$ cat src/design/vpr_pkg.sv
// Shared constants, types and functions for the vector polar/rotate CORDIC.
`timescale 1ns / 1ps
package vpr_pkg;

	localparam int DATA_W  = 16;
	localparam int ANG_W   = 16;
	localparam int GUARD_W = 16;
	localparam int ANG_SH  = 16;
	localparam int ITER    = 16;
	localparam int XW      = DATA_W + GUARD_W + 3;
	localparam int ZW      = 34;
	localparam int OW      = DATA_W + 1;
	localparam int SHW     = 5;
	localparam int SPLIT   = 24;
	localparam int HIW     = XW - SPLIT;
	localparam int GW      = 32;
	localparam int HPW     = HIW + GW + 1;
	localparam int QW      = HPW + 1;
	localparam int RW      = QW - SPLIT;
	localparam int AW      = ZW + 1 - ANG_SH;
	localparam int SATW    = QW;
	localparam int NTAB    = 24;

	localparam logic [GW-1:0] GAIN = 32'd2608131496;
	localparam logic signed [ZW-1:0] QUARTER = ZW'(32'sd1073741824);
	localparam logic signed [QW-1:0] RND = QW'(64'sd1) <<< (SPLIT - 1);
	localparam logic signed [ZW:0] ANG_RND = (ZW + 1)'(64'sd1) <<< (ANG_SH - 1);

	localparam logic [31:0] ATAN_TAB [NTAB] = '{
		32'd536870912, 32'd316933405, 32'd167458907, 32'd85004756,
		32'd42667331,  32'd21354465,  32'd10680862,  32'd5340245,
		32'd2670163,   32'd1335086,   32'd667544,    32'd333772,
		32'd166886,    32'd83443,     32'd41721,     32'd20860,
		32'd10430,     32'd5215,      32'd2607,      32'd1303,
		32'd651,       32'd325,       32'd162,       32'd81
	};

	typedef struct packed {
		logic                 func;
		logic                 zero;
		logic signed [XW-1:0] x;
		logic signed [XW-1:0] y;
		logic signed [ZW-1:0] z;
	} cord_t;

	function automatic logic [ZW-1:0] atan_at(input logic [SHW-1:0] idx);
		logic [ZW-1:0] r;
		r = '0;
		if (int'(idx) < NTAB) begin
			r = ZW'(ATAN_TAB[idx]);
		end
		return r;
	endfunction

	function automatic logic signed [OW-1:0] sat_o(input logic signed [SATW-1:0] v);
		logic signed [SATW-1:0] hi_lim;
		logic signed [SATW-1:0] lo_lim;
		logic signed [SATW-1:0] r;
		hi_lim = SATW'((64'sd1 <<< DATA_W) - 64'sd1);
		lo_lim = -hi_lim - SATW'(1);
		r = v;
		if (v > hi_lim) begin
			r = hi_lim;
		end else if (v < lo_lim) begin
			r = lo_lim;
		end
		return r[OW-1:0];
	endfunction

endpackage

$ cat src/design/vpr_pre.sv
// Input stage: quadrant pre-rotation and start angle.
`timescale 1ns / 1ps
module vpr_pre import vpr_pkg::*; (
	input  logic                    clk,
	input  logic                    arst_n,
	input  logic                    en,
	input  logic                    vld_in,
	input  logic                    func,
	input  logic signed [DATA_W-1:0] x_in,
	input  logic signed [DATA_W-1:0] y_in,
	input  logic signed [ANG_W-1:0]  angle_in,
	output logic                    vld_q,
	output cord_t                   data_q
);

	logic signed [XW-1:0] xe;
	logic signed [XW-1:0] ye;
	logic signed [ZW-1:0] za;
	cord_t nxt;

	always_comb begin
		xe = XW'(x_in) <<< GUARD_W;
		ye = XW'(y_in) <<< GUARD_W;
		za = ZW'(angle_in) <<< ANG_SH;
		nxt.func = func;
		nxt.zero = 1'b0;
		nxt.x = xe;
		nxt.y = ye;
		nxt.z = '0;
		if (!func) begin
			nxt.zero = (x_in == '0) && (y_in == '0);
			if (x_in[DATA_W-1]) begin
				if (!y_in[DATA_W-1]) begin
					nxt.x = ye;
					nxt.y = -xe;
					nxt.z = QUARTER;
				end else begin
					nxt.x = -ye;
					nxt.y = xe;
					nxt.z = -QUARTER;
				end
			end
		end else begin
			nxt.z = za;
			if (za > QUARTER) begin
				nxt.x = -ye;
				nxt.y = xe;
				nxt.z = za - QUARTER;
			end else if (za < -QUARTER) begin
				nxt.x = ye;
				nxt.y = -xe;
				nxt.z = za + QUARTER;
			end
		end
	end

	always_ff @(posedge clk or negedge arst_n) begin
		if (!arst_n) begin
			vld_q <= 1'b0;
		end else if (en) begin
			vld_q <= vld_in;
		end
	end

	always_ff @(posedge clk) begin
		if (en) begin
			data_q <= nxt;
		end
	end

endmodule

$ cat config.mk
export PLATFORM = sky130hd
export DESIGN_NAME = vpr_pre
export DESIGN_NICKNAME = d
export VERILOG_FILES = /design/src/design/vpr_pkg.sv /design/src/design/vpr_pre.sv
export SDC_FILE = /design/constraint.sdc
export NUM_CORES = 1
export LEC_CHECK = 0
export ABC_AREA = 1
export BUFFER_PORTS_ARGS = -buffer_cell sky130_fd_sc_hd__buf_2
export CORE_ASPECT_RATIO = 1.25
export CORE_MARGIN = 8
export CORE_UTILIZATION = 53
export CTS_BUF_LIST = sky130_fd_sc_hd__clkbuf_2
export DETAILED_ROUTE_END_ITERATION = 7
export PLACE_DENSITY_LB_ADDON = 0.12
export SKIP_CTS_REPAIR_TIMING = 1
export SLEW_MARGIN = 40
export SYNTH_ARGS = -nofsm -noshare
export SYNTH_HDL_FRONTEND = slang
export SYNTH_SLANG_ARGS = --single-unit
$ cat constraint.sdc
create_clock -name clk -period 1 [get_ports clk]
set_input_delay 0.2 -clock clk [delete_from_list [all_inputs] [get_ports clk]]
set_output_delay 0.2 -clock clk [all_outputs]
set_load 0.02 [all_outputs]
==> key figures <==
Synth
  • Post-synthesis sequential area ratio: 0.3588
  • Syn. warnings: 0
  • Number of standard cells after synthesis: 687
  • Syn_area_per_cell: 7.045 um2
  • Area of the mapped netlist: 0.004840 mm2
  • Post-synthesis cell type count: 34
  • Synthesis-stage register bit count: 58

Timing
  • Pins over their slew limit: 0
  • Setup TNS: -20.02 ns
  • Tightest hold margin: -0.007281 ns
  • Post-route clock period utilization: 1.362
  • Final Hold Vio Count: 1
  • Setup repair after global routing missed its margin: yes
  • Smallest setup slack after layout: -0.3620 ns
  • Final count of negative-setup-slack endpoints: 95
  • Fin Clk Skew: 0 ns
  • Max Clock Freq: 0.7342 GHz
  • Period minus WS final: 1.362 ns

Setup path
  • End of the worst register-to-register path: vld_q$_DFFE_PN0P_
  • Flop2flop setup slack: 0.22 ns
  • Category of the critical setup timing path: reg -> out
  • Peak fanout along the critical path: 1
  • Worst path buffer plus inverter count: 1
  • Endpoint class of the critical path: primary output
  • CP Data Arrival Time: 1.16 ns
  • CP peak stage delay: 0.47 ns
  • Slowest cell on the critical path: sky130_fd_sc_hd__edfxtp_1
  • Kind of cell adding the most delay to the critical path: flip-flops
  • Cells along the critical path: buf_6
  • Startpoint kind of the worst setup timing path: flop
  • Beginning of the worst register-to-register path: vld_q$_DFFE_PN0P_
  • Required time of the worst setup path: 0.80 ns
  • Worst reg2reg path depth: 1

Route
  • Number of vias per cell after detailed routing: 5.680
  • Residual DRC count: 0
  • Number of DRC markers in iteration 0: 635
  • Iteration count of the initial detailed-routing pass: 5
  • Count of vias placed by the detailed router: 6004
  • Final Routed Wirelength: 19.99 mm
  • Antenna Violating Nets Remaining: 0
  • Wire per inst: 18.91 um

Hold path
  • Endpoint of the worst hold-timing path: data_q[18]$_SDFFCE_PN0P_
  • Worst Min Path Start: angle_in[2]
  • Hold path depth: 3
  • HP Class: in -> reg

Layout
  • Final-layout fill cell count: 511
  • Syn-to-layout area delta: 59.23%
  • Final-stage net count: 992
  • Antenna Cells: 0
  • Most frequent cells in the layout: sky130_fd_sc_hd__nand2_1 (156), sky130_fd_sc_hd__buf_4 (117), sky130_fd_sc_hd__buf_2 (70), sky130_fd_sc_hd__nand3_1 (60), sky130_fd_sc_hd__edfxtp_1 (57)
  • Ratio of cells with drive above 1 in the final layout: 0.4208
  • Leading cell type in the layout, fill and taps excluded: sky130_fd_sc_hd__nand2_1
  • Number of cells in the finished layout apart from fillers: 1057

Power
  • Cell-internal power: 5303 uW
  • Net switching fraction of the power: 0.3577
  • Switching power: 2953 uW
  • Maximum resistive drop on vdd: 0.7340 mV
  • Portion of total power attributed to sequential cells: 0.369
  • Power per unit of standard cell area: 1071 mW/mm2
  • Leakage power figure: 0.003610 uW
  • Comb power frac: 0.371
  • Part of the total power dissipated in the clock network: 0.260
  • Total chip power: 8256 uW

Clock tree
  • Clk buf depth: 2
  • CTS sink cnt: 58
  • CTS H-tree depth: 3
  • Later-pin clock latency in the skew report: 0.50 ns
  • CTS tree: done
  • Clock input transition at the sequential cells of the worst setup and hold paths: 0.23 ns
  • CTS Root Cell: sky130_fd_sc_hd__clkbuf_2
  • TritonCTS buffer count: 9

Floorplanning
  • Die height: 122.8 um
  • I/O pin count: 160
  • Rows: 39
  • Die Area: 0.01246 mm2
  • Area of the core: 0.009027 mm2
  • Width of the die: 101.5 um
  • Initial Util: 0.5361

Placed design
  • Final weighted congestion in routability-driven placement: 0.9629
  • Number of cells after detailed placement: 1006
  • Port Buf Inserts: 111
  • Half-perimeter wire length of the detailed placement result: 13.18 mm

Status
  • Violated checks: hold timing, setup timing
  • Status: finished with violations

Global route
  • Wire length of the first global-routing pass: 26.46 mm
  • Global router's overall resource usage: 0.2723
  • Overall overflow remaining after global route: 0
  • Maximum number of pins on one net before global-route repair: 33
  • Antenna violations before repair: 0
  • Vias in the first global route: 5525

Run
  • Number of maximum-capacitance constraint violations: 0
sequential cells by signal, summed over array words and instances, names as in the netlist:
name / flops
data_q: 57
vld_q: 1
synthesized netlist by cell type, drive strengths merged:
cell type	number	area, um2
dfrtp	1	25.02
o21ai	45	225.2
nand2	177	669.4
nor2	73	294.0
o211ai	19	142.6
a32oi	2	17.52
conb	1	3.750
a31oi	1	6.260
inv	63	236.5
nand3	93	480.5
clkbuf	13	48.80
nand4	5	31.28
nor4	1	6.260
buf	68	471.7
mux2	1	11.26
and3	1	6.260
o31ai	1	12.51
a21oi	40	200.2
clkinv	1	3.750
xor2	8	70.07
a22oi	2	15.01
ha	10	125.1
nor3	4	25.02
edfxtp	57	1712
area by class of cell:
| type | count | area [um2] | area share |
|---|---|---|---|
| Clock buffer | 11 | 55.05 | 0.007144 |
| Clock inverter | 5 | 102.6 | 0.01331 |
| Inverter | 64 | 294.0 | 0.03816 |
| Multi-Input combinational cell | 531 | 3122 | 0.4051 |
| Sequential cell | 58 | 1737 | 0.2254 |
| Tap cell | 123 | 153.9 | 0.01997 |
| Timing Repair Buffer | 265 | 2242 | 0.2910 |
worst max path at each step:
| stage | from | end | cells after the start |
|---|---|---|---|
| final | data_q[30]$_DFFE_PP_ | data_q[30] | 1 |
| after global routing | data_q[30]$_DFFE_PP_ | data_q[30] | 1 |
| after CTS | data_q[30]$_DFFE_PP_ | data_q[30] | 1 |
| after detailed placement | y_in[7] | data_q[102]$_DFFE_PP_ | 8 |
| after global placement | y_in[1] | data_q[101]$_DFFE_PP_ | 9 |
| after floorplan | y_in[1] | data_q[101]$_DFFE_PP_ | 8 |
stage by stage:
step	instance area, um2	util	setup WS [ns]
detailed placement	6497	0.7198	-0.7116
global route	7706	0.8536	-0.4224
CTS	6655	0.7372	-0.3975
floorplan	5364	-	-0.4573
global placement	6497	0.7198	-0.6417
finish	7706	0.8536	-0.3620
per-layer routing:
metal / vias to the layer above / global-route usage / share of wire / wire length [um]
met3: 94 / 0.05221 / 0.095 / 1905
met2: 455 / 0.4666 / 0.49 / 9827
met4: 0 / 0.1559 / 0.050 / 1003
met5: - / 0 / 0 / 0
met1: 2771 / 0.3097 / 0.36 / 7251
li1: 2684 / - / - / -
cells by family after synthesis:
| logic type | count (synthesis) | synth area share |
|---|---|---|
| adders and majority gates | 10 | 0.02585 |
| and+or+nand+nor | 354 | 0.3126 |
| xor gates and xnor gates | 8 | 0.01448 |
| other | 1 | 0.0007749 |
| DFF | 58 | 0.3588 |
| muxes | 1 | 0.002327 |
| buffers and inverters | 145 | 0.1572 |
| AOI/OAI and AO/OA | 110 | 0.1280 |
power groups by stage:
stage	sequential [uW]	clock [uW]	combinational, uW
4_1_cts	3010	2130	2490
6_report	3040	2150	3070
3_5_place_dp	3060	0	2480
3_3_place_gp	3060	0	2440
5_1_grt	3070	2230	3250
2_1_floorplan	3390	0	1240
Power figures use the tool's default switching activity.
