===== src/design/vpr_pkg.sv =====
// Shared constants, types and functions for the vector polar/rotate CORDIC.
`timescale 1ns / 1ps
package vpr_pkg;

	localparam int DATA_W  = 16;
	localparam int ANG_W   = 16;
	localparam int GUARD_W = 16;
	localparam int ANG_SH  = 16;
	localparam int ITER    = 16;
	localparam int XW      = DATA_W + GUARD_W + 3;
	localparam int ZW      = 34;
	localparam int OW      = DATA_W + 1;
	localparam int SHW     = 5;
	localparam int SPLIT   = 24;
	localparam int HIW     = XW - SPLIT;
	localparam int GW      = 32;
	localparam int HPW     = HIW + GW + 1;
	localparam int QW      = HPW + 1;
	localparam int RW      = QW - SPLIT;
	localparam int AW      = ZW + 1 - ANG_SH;
	localparam int SATW    = QW;
	localparam int NTAB    = 24;

	localparam logic [GW-1:0] GAIN = 32'd2608131496;
	localparam logic signed [ZW-1:0] QUARTER = ZW'(32'sd1073741824);
	localparam logic signed [QW-1:0] RND = QW'(64'sd1) <<< (SPLIT - 1);
	localparam logic signed [ZW:0] ANG_RND = (ZW + 1)'(64'sd1) <<< (ANG_SH - 1);

	localparam logic [31:0] ATAN_TAB [NTAB] = '{
		32'd536870912, 32'd316933405, 32'd167458907, 32'd85004756,
		32'd42667331,  32'd21354465,  32'd10680862,  32'd5340245,
		32'd2670163,   32'd1335086,   32'd667544,    32'd333772,
		32'd166886,    32'd83443,     32'd41721,     32'd20860,
		32'd10430,     32'd5215,      32'd2607,      32'd1303,
		32'd651,       32'd325,       32'd162,       32'd81
	};

	typedef struct packed {
		logic                 func;
		logic                 zero;
		logic signed [XW-1:0] x;
		logic signed [XW-1:0] y;
		logic signed [ZW-1:0] z;
	} cord_t;

	function automatic logic [ZW-1:0] atan_at(input logic [SHW-1:0] idx);
		logic [ZW-1:0] r;
		r = '0;
		if (int'(idx) < NTAB) begin
			r = ZW'(ATAN_TAB[idx]);
		end
		return r;
	endfunction

	function automatic logic signed [OW-1:0] sat_o(input logic signed [SATW-1:0] v);
		logic signed [SATW-1:0] hi_lim;
		logic signed [SATW-1:0] lo_lim;
		logic signed [SATW-1:0] r;
		hi_lim = SATW'((64'sd1 <<< DATA_W) - 64'sd1);
		lo_lim = -hi_lim - SATW'(1);
		r = v;
		if (v > hi_lim) begin
			r = hi_lim;
		end else if (v < lo_lim) begin
			r = lo_lim;
		end
		return r[OW-1:0];
	endfunction

endpackage


===== src/design/vpr_post.sv =====
// Output stages: gain removal by split multiply, rounding and saturation.
`timescale 1ns / 1ps
module vpr_post import vpr_pkg::*; (
	input  logic                 clk,
	input  logic                 arst_n,
	input  logic                 en1,
	input  logic                 en2,
	input  logic                 vld_in,
	input  cord_t                d,
	output logic                 vld_s1,
	output logic                 vld_q,
	output logic                 func_q,
	output logic signed [OW-1:0] a_q,
	output logic signed [OW-1:0] b_q
);

	logic signed [HIW-1:0]       hi_x;
	logic signed [HIW-1:0]       hi_y;
	logic [SPLIT-1:0]            lo_x;
	logic [SPLIT-1:0]            lo_y;
	logic signed [GW:0]          gs;
	logic signed [HPW-1:0]       hpx;
	logic signed [HPW-1:0]       hpy;
	logic [SPLIT+GW-1:0]         lpx;
	logic [SPLIT+GW-1:0]         lpy;
	logic signed [ZW:0]          zr;
	logic signed [AW-1:0]        ang;

	logic                        func_s1;
	logic                        zero_s1;
	logic signed [HPW-1:0]       hx_s1;
	logic signed [HPW-1:0]       hy_s1;
	logic [GW-1:0]               lx_s1;
	logic [GW-1:0]               ly_s1;
	logic signed [OW-1:0]        ang_s1;

	logic signed [QW-1:0]        qx;
	logic signed [QW-1:0]        qy;
	logic signed [RW-1:0]        gx;
	logic signed [RW-1:0]        gy;
	logic signed [RW-1:0]        mag;
	logic signed [OW-1:0]        a_nxt;
	logic signed [OW-1:0]        b_nxt;

	always_comb begin
		hi_x = d.x[XW-1:SPLIT];
		hi_y = d.y[XW-1:SPLIT];
		lo_x = d.x[SPLIT-1:0];
		lo_y = d.y[SPLIT-1:0];
		gs   = $signed({1'b0, GAIN});
		hpx  = hi_x * gs;
		hpy  = hi_y * gs;
		lpx  = lo_x * GAIN;
		lpy  = lo_y * GAIN;
		zr   = (ZW + 1)'(d.z) + ANG_RND;
		ang  = zr[ZW:ANG_SH];
	end

	always_ff @(posedge clk or negedge arst_n) begin
		if (!arst_n) begin
			vld_s1 <= 1'b0;
		end else if (en1) begin
			vld_s1 <= vld_in;
		end
	end

	always_ff @(posedge clk) begin
		if (en1) begin
			func_s1 <= d.func;
			zero_s1 <= d.zero;
			hx_s1   <= hpx;
			hy_s1   <= hpy;
			lx_s1   <= lpx[SPLIT+GW-1:SPLIT];
			ly_s1   <= lpy[SPLIT+GW-1:SPLIT];
			ang_s1  <= sat_o(SATW'(ang));
		end
	end

	always_comb begin
		qx  = QW'(hx_s1) + QW'($signed({1'b0, lx_s1})) + RND;
		qy  = QW'(hy_s1) + QW'($signed({1'b0, ly_s1})) + RND;
		gx  = qx[QW-1:SPLIT];
		gy  = qy[QW-1:SPLIT];
		mag = gx[RW-1] ? '0 : gx;
		if (zero_s1) begin
			a_nxt = '0;
			b_nxt = '0;
		end else if (func_s1) begin
			a_nxt = sat_o(SATW'(gx));
			b_nxt = sat_o(SATW'(gy));
		end else begin
			a_nxt = ang_s1;
			b_nxt = sat_o(SATW'(mag));
		end
	end

	always_ff @(posedge clk or negedge arst_n) begin
		if (!arst_n) begin
			vld_q <= 1'b0;
		end else if (en2) begin
			vld_q <= vld_s1;
		end
	end

	always_ff @(posedge clk) begin
		if (en2) begin
			func_q <= func_s1;
			a_q    <= a_nxt;
			b_q    <= b_nxt;
		end
	end

endmodule


===== config.mk =====
export PLATFORM = sky130hd
export DESIGN_NAME = vpr_post
export DESIGN_NICKNAME = d
export VERILOG_FILES = /design/src/design/vpr_pkg.sv /design/src/design/vpr_post.sv
export SDC_FILE = /design/constraint.sdc
export NUM_CORES = 2
export LEC_CHECK = 0
export BUFFER_PORTS_ARGS = -buffer_cell sky130_fd_sc_hd__buf_2
export CAP_MARGIN = 20
export CORE_MARGIN = 1.5
export CORE_UTILIZATION = 50
export CTS_BUF_LIST = sky130_fd_sc_hd__clkbuf_8
export CTS_CLUSTER_DIAMETER = 60
export DETAILED_ROUTE_END_ITERATION = 7
export PLACE_DENSITY = 0.66
export SLEW_MARGIN = 15
export SYNTH_ARGS = -nofsm -noshare
export SYNTH_HDL_FRONTEND = slang
export SYNTH_SLANG_ARGS = --single-unit

===== constraint.sdc =====
create_clock -name clk -period 4.8 [get_ports clk]
set_input_delay 0.96 -clock clk [delete_from_list [all_inputs] [get_ports clk]]
set_output_delay 0.96 -clock clk [all_outputs]
set_load 0.1 [all_outputs]

==> out/metrics.csv <==
stage,metric,value,unit
synth,Post-synth ARST share,1.02,%
synth,YS warnings,0,
setup_path,Reg2Reg Depth,14,
clocking,cts hold-fix bufs,0,
setup_path,CP max stage cell,fa_2,
synth,number of flops mapped to enable cells by yosys,194,
clocking,Root Driver,clkbuf_8,
timing,Max Slew Vio Count,0,
global_route,first-pass GRT wire length,190,mm
final_layout,layout cells sized above 1,30.5,%
die,core area,86800,um2
timing,worst slew pin tran,1.00,ns
place,placed insts,6317,
place,post-DP HPWL,108,mm
place,placer congestion estimate,0.998,
final_layout,Layout Area Growth over Synthesis,29.5,%
global_route,"Remaining Overflow, GRT",0,
synth,net count after synthesis,5909,
setup_path,"setup slack, reg-to-reg",0.75,ns
detailed_routing,via count,32463,
synth,Mean Syn Cell Area,10.4,um2
clocking,CTS Buf Count,17,
clocking,H-tree depth,4,
timing,Max Clk Rate,150,MHz
clocking,Longest Clk Path Bufs,2,
detailed_routing,vias per std cell,5.06,
detailed_routing,initial DRC count,1754,
setup_path,worst-path maximum fanout,4,
global_route,largest net degree at the start of global routing,104,
clocking,"Reg clk slew, reported paths",0.13,ns
min_path,HP Class,input pin to asynchronous set/reset pin,
setup_path,CP required,5.06,ns
setup_path,WP data arrival,6.94,ns
synth,count of cell types in the netlist,72,
synth,mapped cell area,43800,um2
timing,Max transition margin,33.2,%
clocking,Clock Sinks,196,
global_route,vias in the first global route,35027,
die,I/O pins,148,
clocking,TritonCTS clock tree,built,
detailed_routing,first-pass detailed-route iteration total,6,
final_layout,fill count,6965,
timing,fin crit share,139,%
place,IO buf count,132,
die,row cnt,108,
synth,Seq cells post-synth,196,
global_route,initial antenna violation count,5,
detailed_routing,routed len/inst,19.0,um
global_route,GRT Overall Usage,27.8,%
synth,sequential-to-total area share from yosys stat,13.4,%
clocking,clock latency on the worst-skew pair,0.51,ns
setup_path,Setup CP Type,input pin to register,
final_layout,fin util,65.3,%
setup_path,Worst path max stage delay,0.58,ns
die,die width,299,um
timing,unrepaired setup endpoints after global routing,yes,
timing,min Tclk post-route,6.67,ns
die,total die area,89300,um2
die,initial core utilization,50.4,%
outcome,status,"finished, violations left",
flow_run,max cap viols,0,
die,Die H,299,um
timing,Worst Clk Skew,0.0177,ns
timing,Fin. Hold Viols,0,
timing,fin worst setup slack,-1.87,ns
detailed_routing,Post-DRT Antenna Nets,0,
timing,endpoints failing setup,111,
setup_path,Reg-to-Reg Start,lx_s1[18]$_DFFE_PP_,
setup_path,CP Launch Type,input pin,
final_layout,Nets,6962,
detailed_routing,WL final,122,mm
setup_path,CP endpoint kind,register,
synth,Mapped Cells,4188,
detailed_routing,DRC,0,
outcome,failing checks,setup timing,
synth,ys flop type,edfxtp_1,
setup_path,critical-path cell list,"buf_12, fa_2, inv_2, fa_2, inv_2, fa_2, fa_1, fa_1, fa_1, inv_2, fa_1, inv_2, ha_4, nor2b_4, o21ai_2, a21oi_2, or3_4, nor3_4, nor2_2, a31oi_1, o21bai_1, a311oi_2, xnor2_1",
setup_path,FF-to-FF End,b_q[0]$_SDFFCE_PP0P_,
final_layout,Final Non-Filler Cells,6411,
[cells in the mapped netlist (55+ instances only)]
cell	instances	share of area [%]
nor2_1	93	0.80
fa_1	790	36
a21oi_1	183	2.1
xnor2_1	100	2.0
nand2_1	105	0.90
ha_1	820	23
inv_1	1203	10
o21ai_0	110	1.3
edfxtp_1	194	13
nand3_1	55	0.63
xor2_1	68	1.4
a21o_1	79	1.4
[how the worst max path moves through the flow]
stage           from             endpoint  slack, ns
6_report       d[41]  ly_s1[22]$_DFFE_PP_      -1.87
5_1_grt        d[41]  ly_s1[22]$_DFFE_PP_      -2.03
4_1_cts        d[73]  lx_s1[21]$_DFFE_PP_      -1.81
3_5_place_dp   d[35]  ly_s1[24]$_DFFE_PP_      -2.55
3_3_place_gp   d[35]  ly_s1[20]$_DFFE_PP_      -2.46
2_1_floorplan  d[77]  lx_s1[25]$_DFFE_PP_      -1.96
[state kept, by name, summed over array words and instances (netlist names), 17 cells and up]
signal,cells
ly_s1,29
lx_s1,29
a_q,17
hy_s1,41
ang_s1,17
hx_s1,41
b_q,17
[logic make-up (layout without fill, tap and decap cells)]
logic type | after synthesis | count (layout) | share of synthesized area, %
AOI/OAI and AO/OA | 546 | 546 | 7.96
xor gates and xnor gates | 168 | 168 | 3.36
adders and majority gates | 1610 | 1610 | 59.6
buffers and inverters | 1219 | 2285 | 10.5
DFF | 196 | 196 | 13.4
muxes | 3 | 3 | 0.0743
other | 0 | 2 | 0
and+or+nand+nor | 446 | 446 | 5.13
[cell type report]
cell class | count | area (um2) | share of cell area (%)
clock buffers | 17 | 234 | 0.413
well taps | 1155 | 1450 | 2.55
flip-flops and latches | 196 | 5880 | 10.4
multi-input cells | 2773 | 36200 | 63.9
inverters | 1203 | 4540 | 8.01
repair buffers | 1050 | 8160 | 14.4
diodes | 2 | 5.00 | 0.00883
clock inverters | 15 | 213 | 0.375
[routing by layer]
layer  GRT usage (%)  vias up  share of wire, %
met3            4.35      139               5.4
met4            5.42        4               2.0
met1            38.2    16158                44
met5               0        -             0.014
met2            46.9      695                49
li1                -    15467                 -
[critical path, delay by kind of cell]
family,cells,cell delay (ns)
AOI/OAI and AO/OA,5,0.84
xor gates and xnor gates,1,0.14
adders and majority gates,8,3.82
buffers and inverters,5,0.31
and+or+nand+nor,4,0.85
[what timing repair did]
action | CTS | global route
gates cloned | 0 | 0
pin swaps | 211 | 212
hold endpoints to repair | 0 | 0
setup buffers | 58 | 45
setup endpoints to repair | 113 | 115
resized for setup | 288 | 303
[metrics by stage]
step | setup TNS, ns | cell area [um2] | hold slack [ns] | worst slack [ns]
final | -125.82 | 56600 | 0.203 | -1.87
after global routing | -139.59 | 56600 | 0.171 | -2.03
after CTS | -122.10 | 55300 | 0.174 | -1.81
after detailed placement | -202.20 | 53200 | 0.498 | -2.55
after global placement | -197.10 | 53200 | 0.487 | -2.46
after floorplan | -124.13 | 44700 | 0.504 | -1.96
[cells in the final DEF, fill, tap and decap left out, types with 13 or more instances in the layout]
| master | instances |
|---|---|
| inv_1 | 1118 |
| buf_4 | 859 |
| fa_1 | 732 |
| ha_1 | 728 |
| edfxtp_1 | 194 |
| a21oi_1 | 114 |
| nand2_1 | 92 |
| buf_2 | 89 |
| buf_6 | 85 |
| a21o_1 | 79 |
| inv_2 | 78 |
| ha_4 | 78 |
| nor2_1 | 73 |
| xnor2_1 | 71 |
| o21ai_0 | 70 |
| fa_2 | 58 |
| xor2_1 | 51 |
| a21oi_2 | 51 |
| nand3_1 | 44 |
| nand2b_1 | 32 |
| nand4_1 | 26 |
| xnor2_2 | 26 |
| o21a_1 | 25 |
| nor3_1 | 21 |
| o21ai_1 | 20 |
| a21oi_4 | 18 |
| and3_1 | 18 |
| o21bai_1 | 17 |
| a221o_1 | 17 |
| clkbuf_8 | 17 |
| o21ai_2 | 16 |
| xor2_2 | 16 |
| or2_2 | 15 |
| nor2b_1 | 14 |
| ha_2 | 14 |
| buf_12 | 13 |
Power is left out: the tool's default activity adds up to more than one toggle a clock period on the data nets, which glitch-free logic cannot reach.
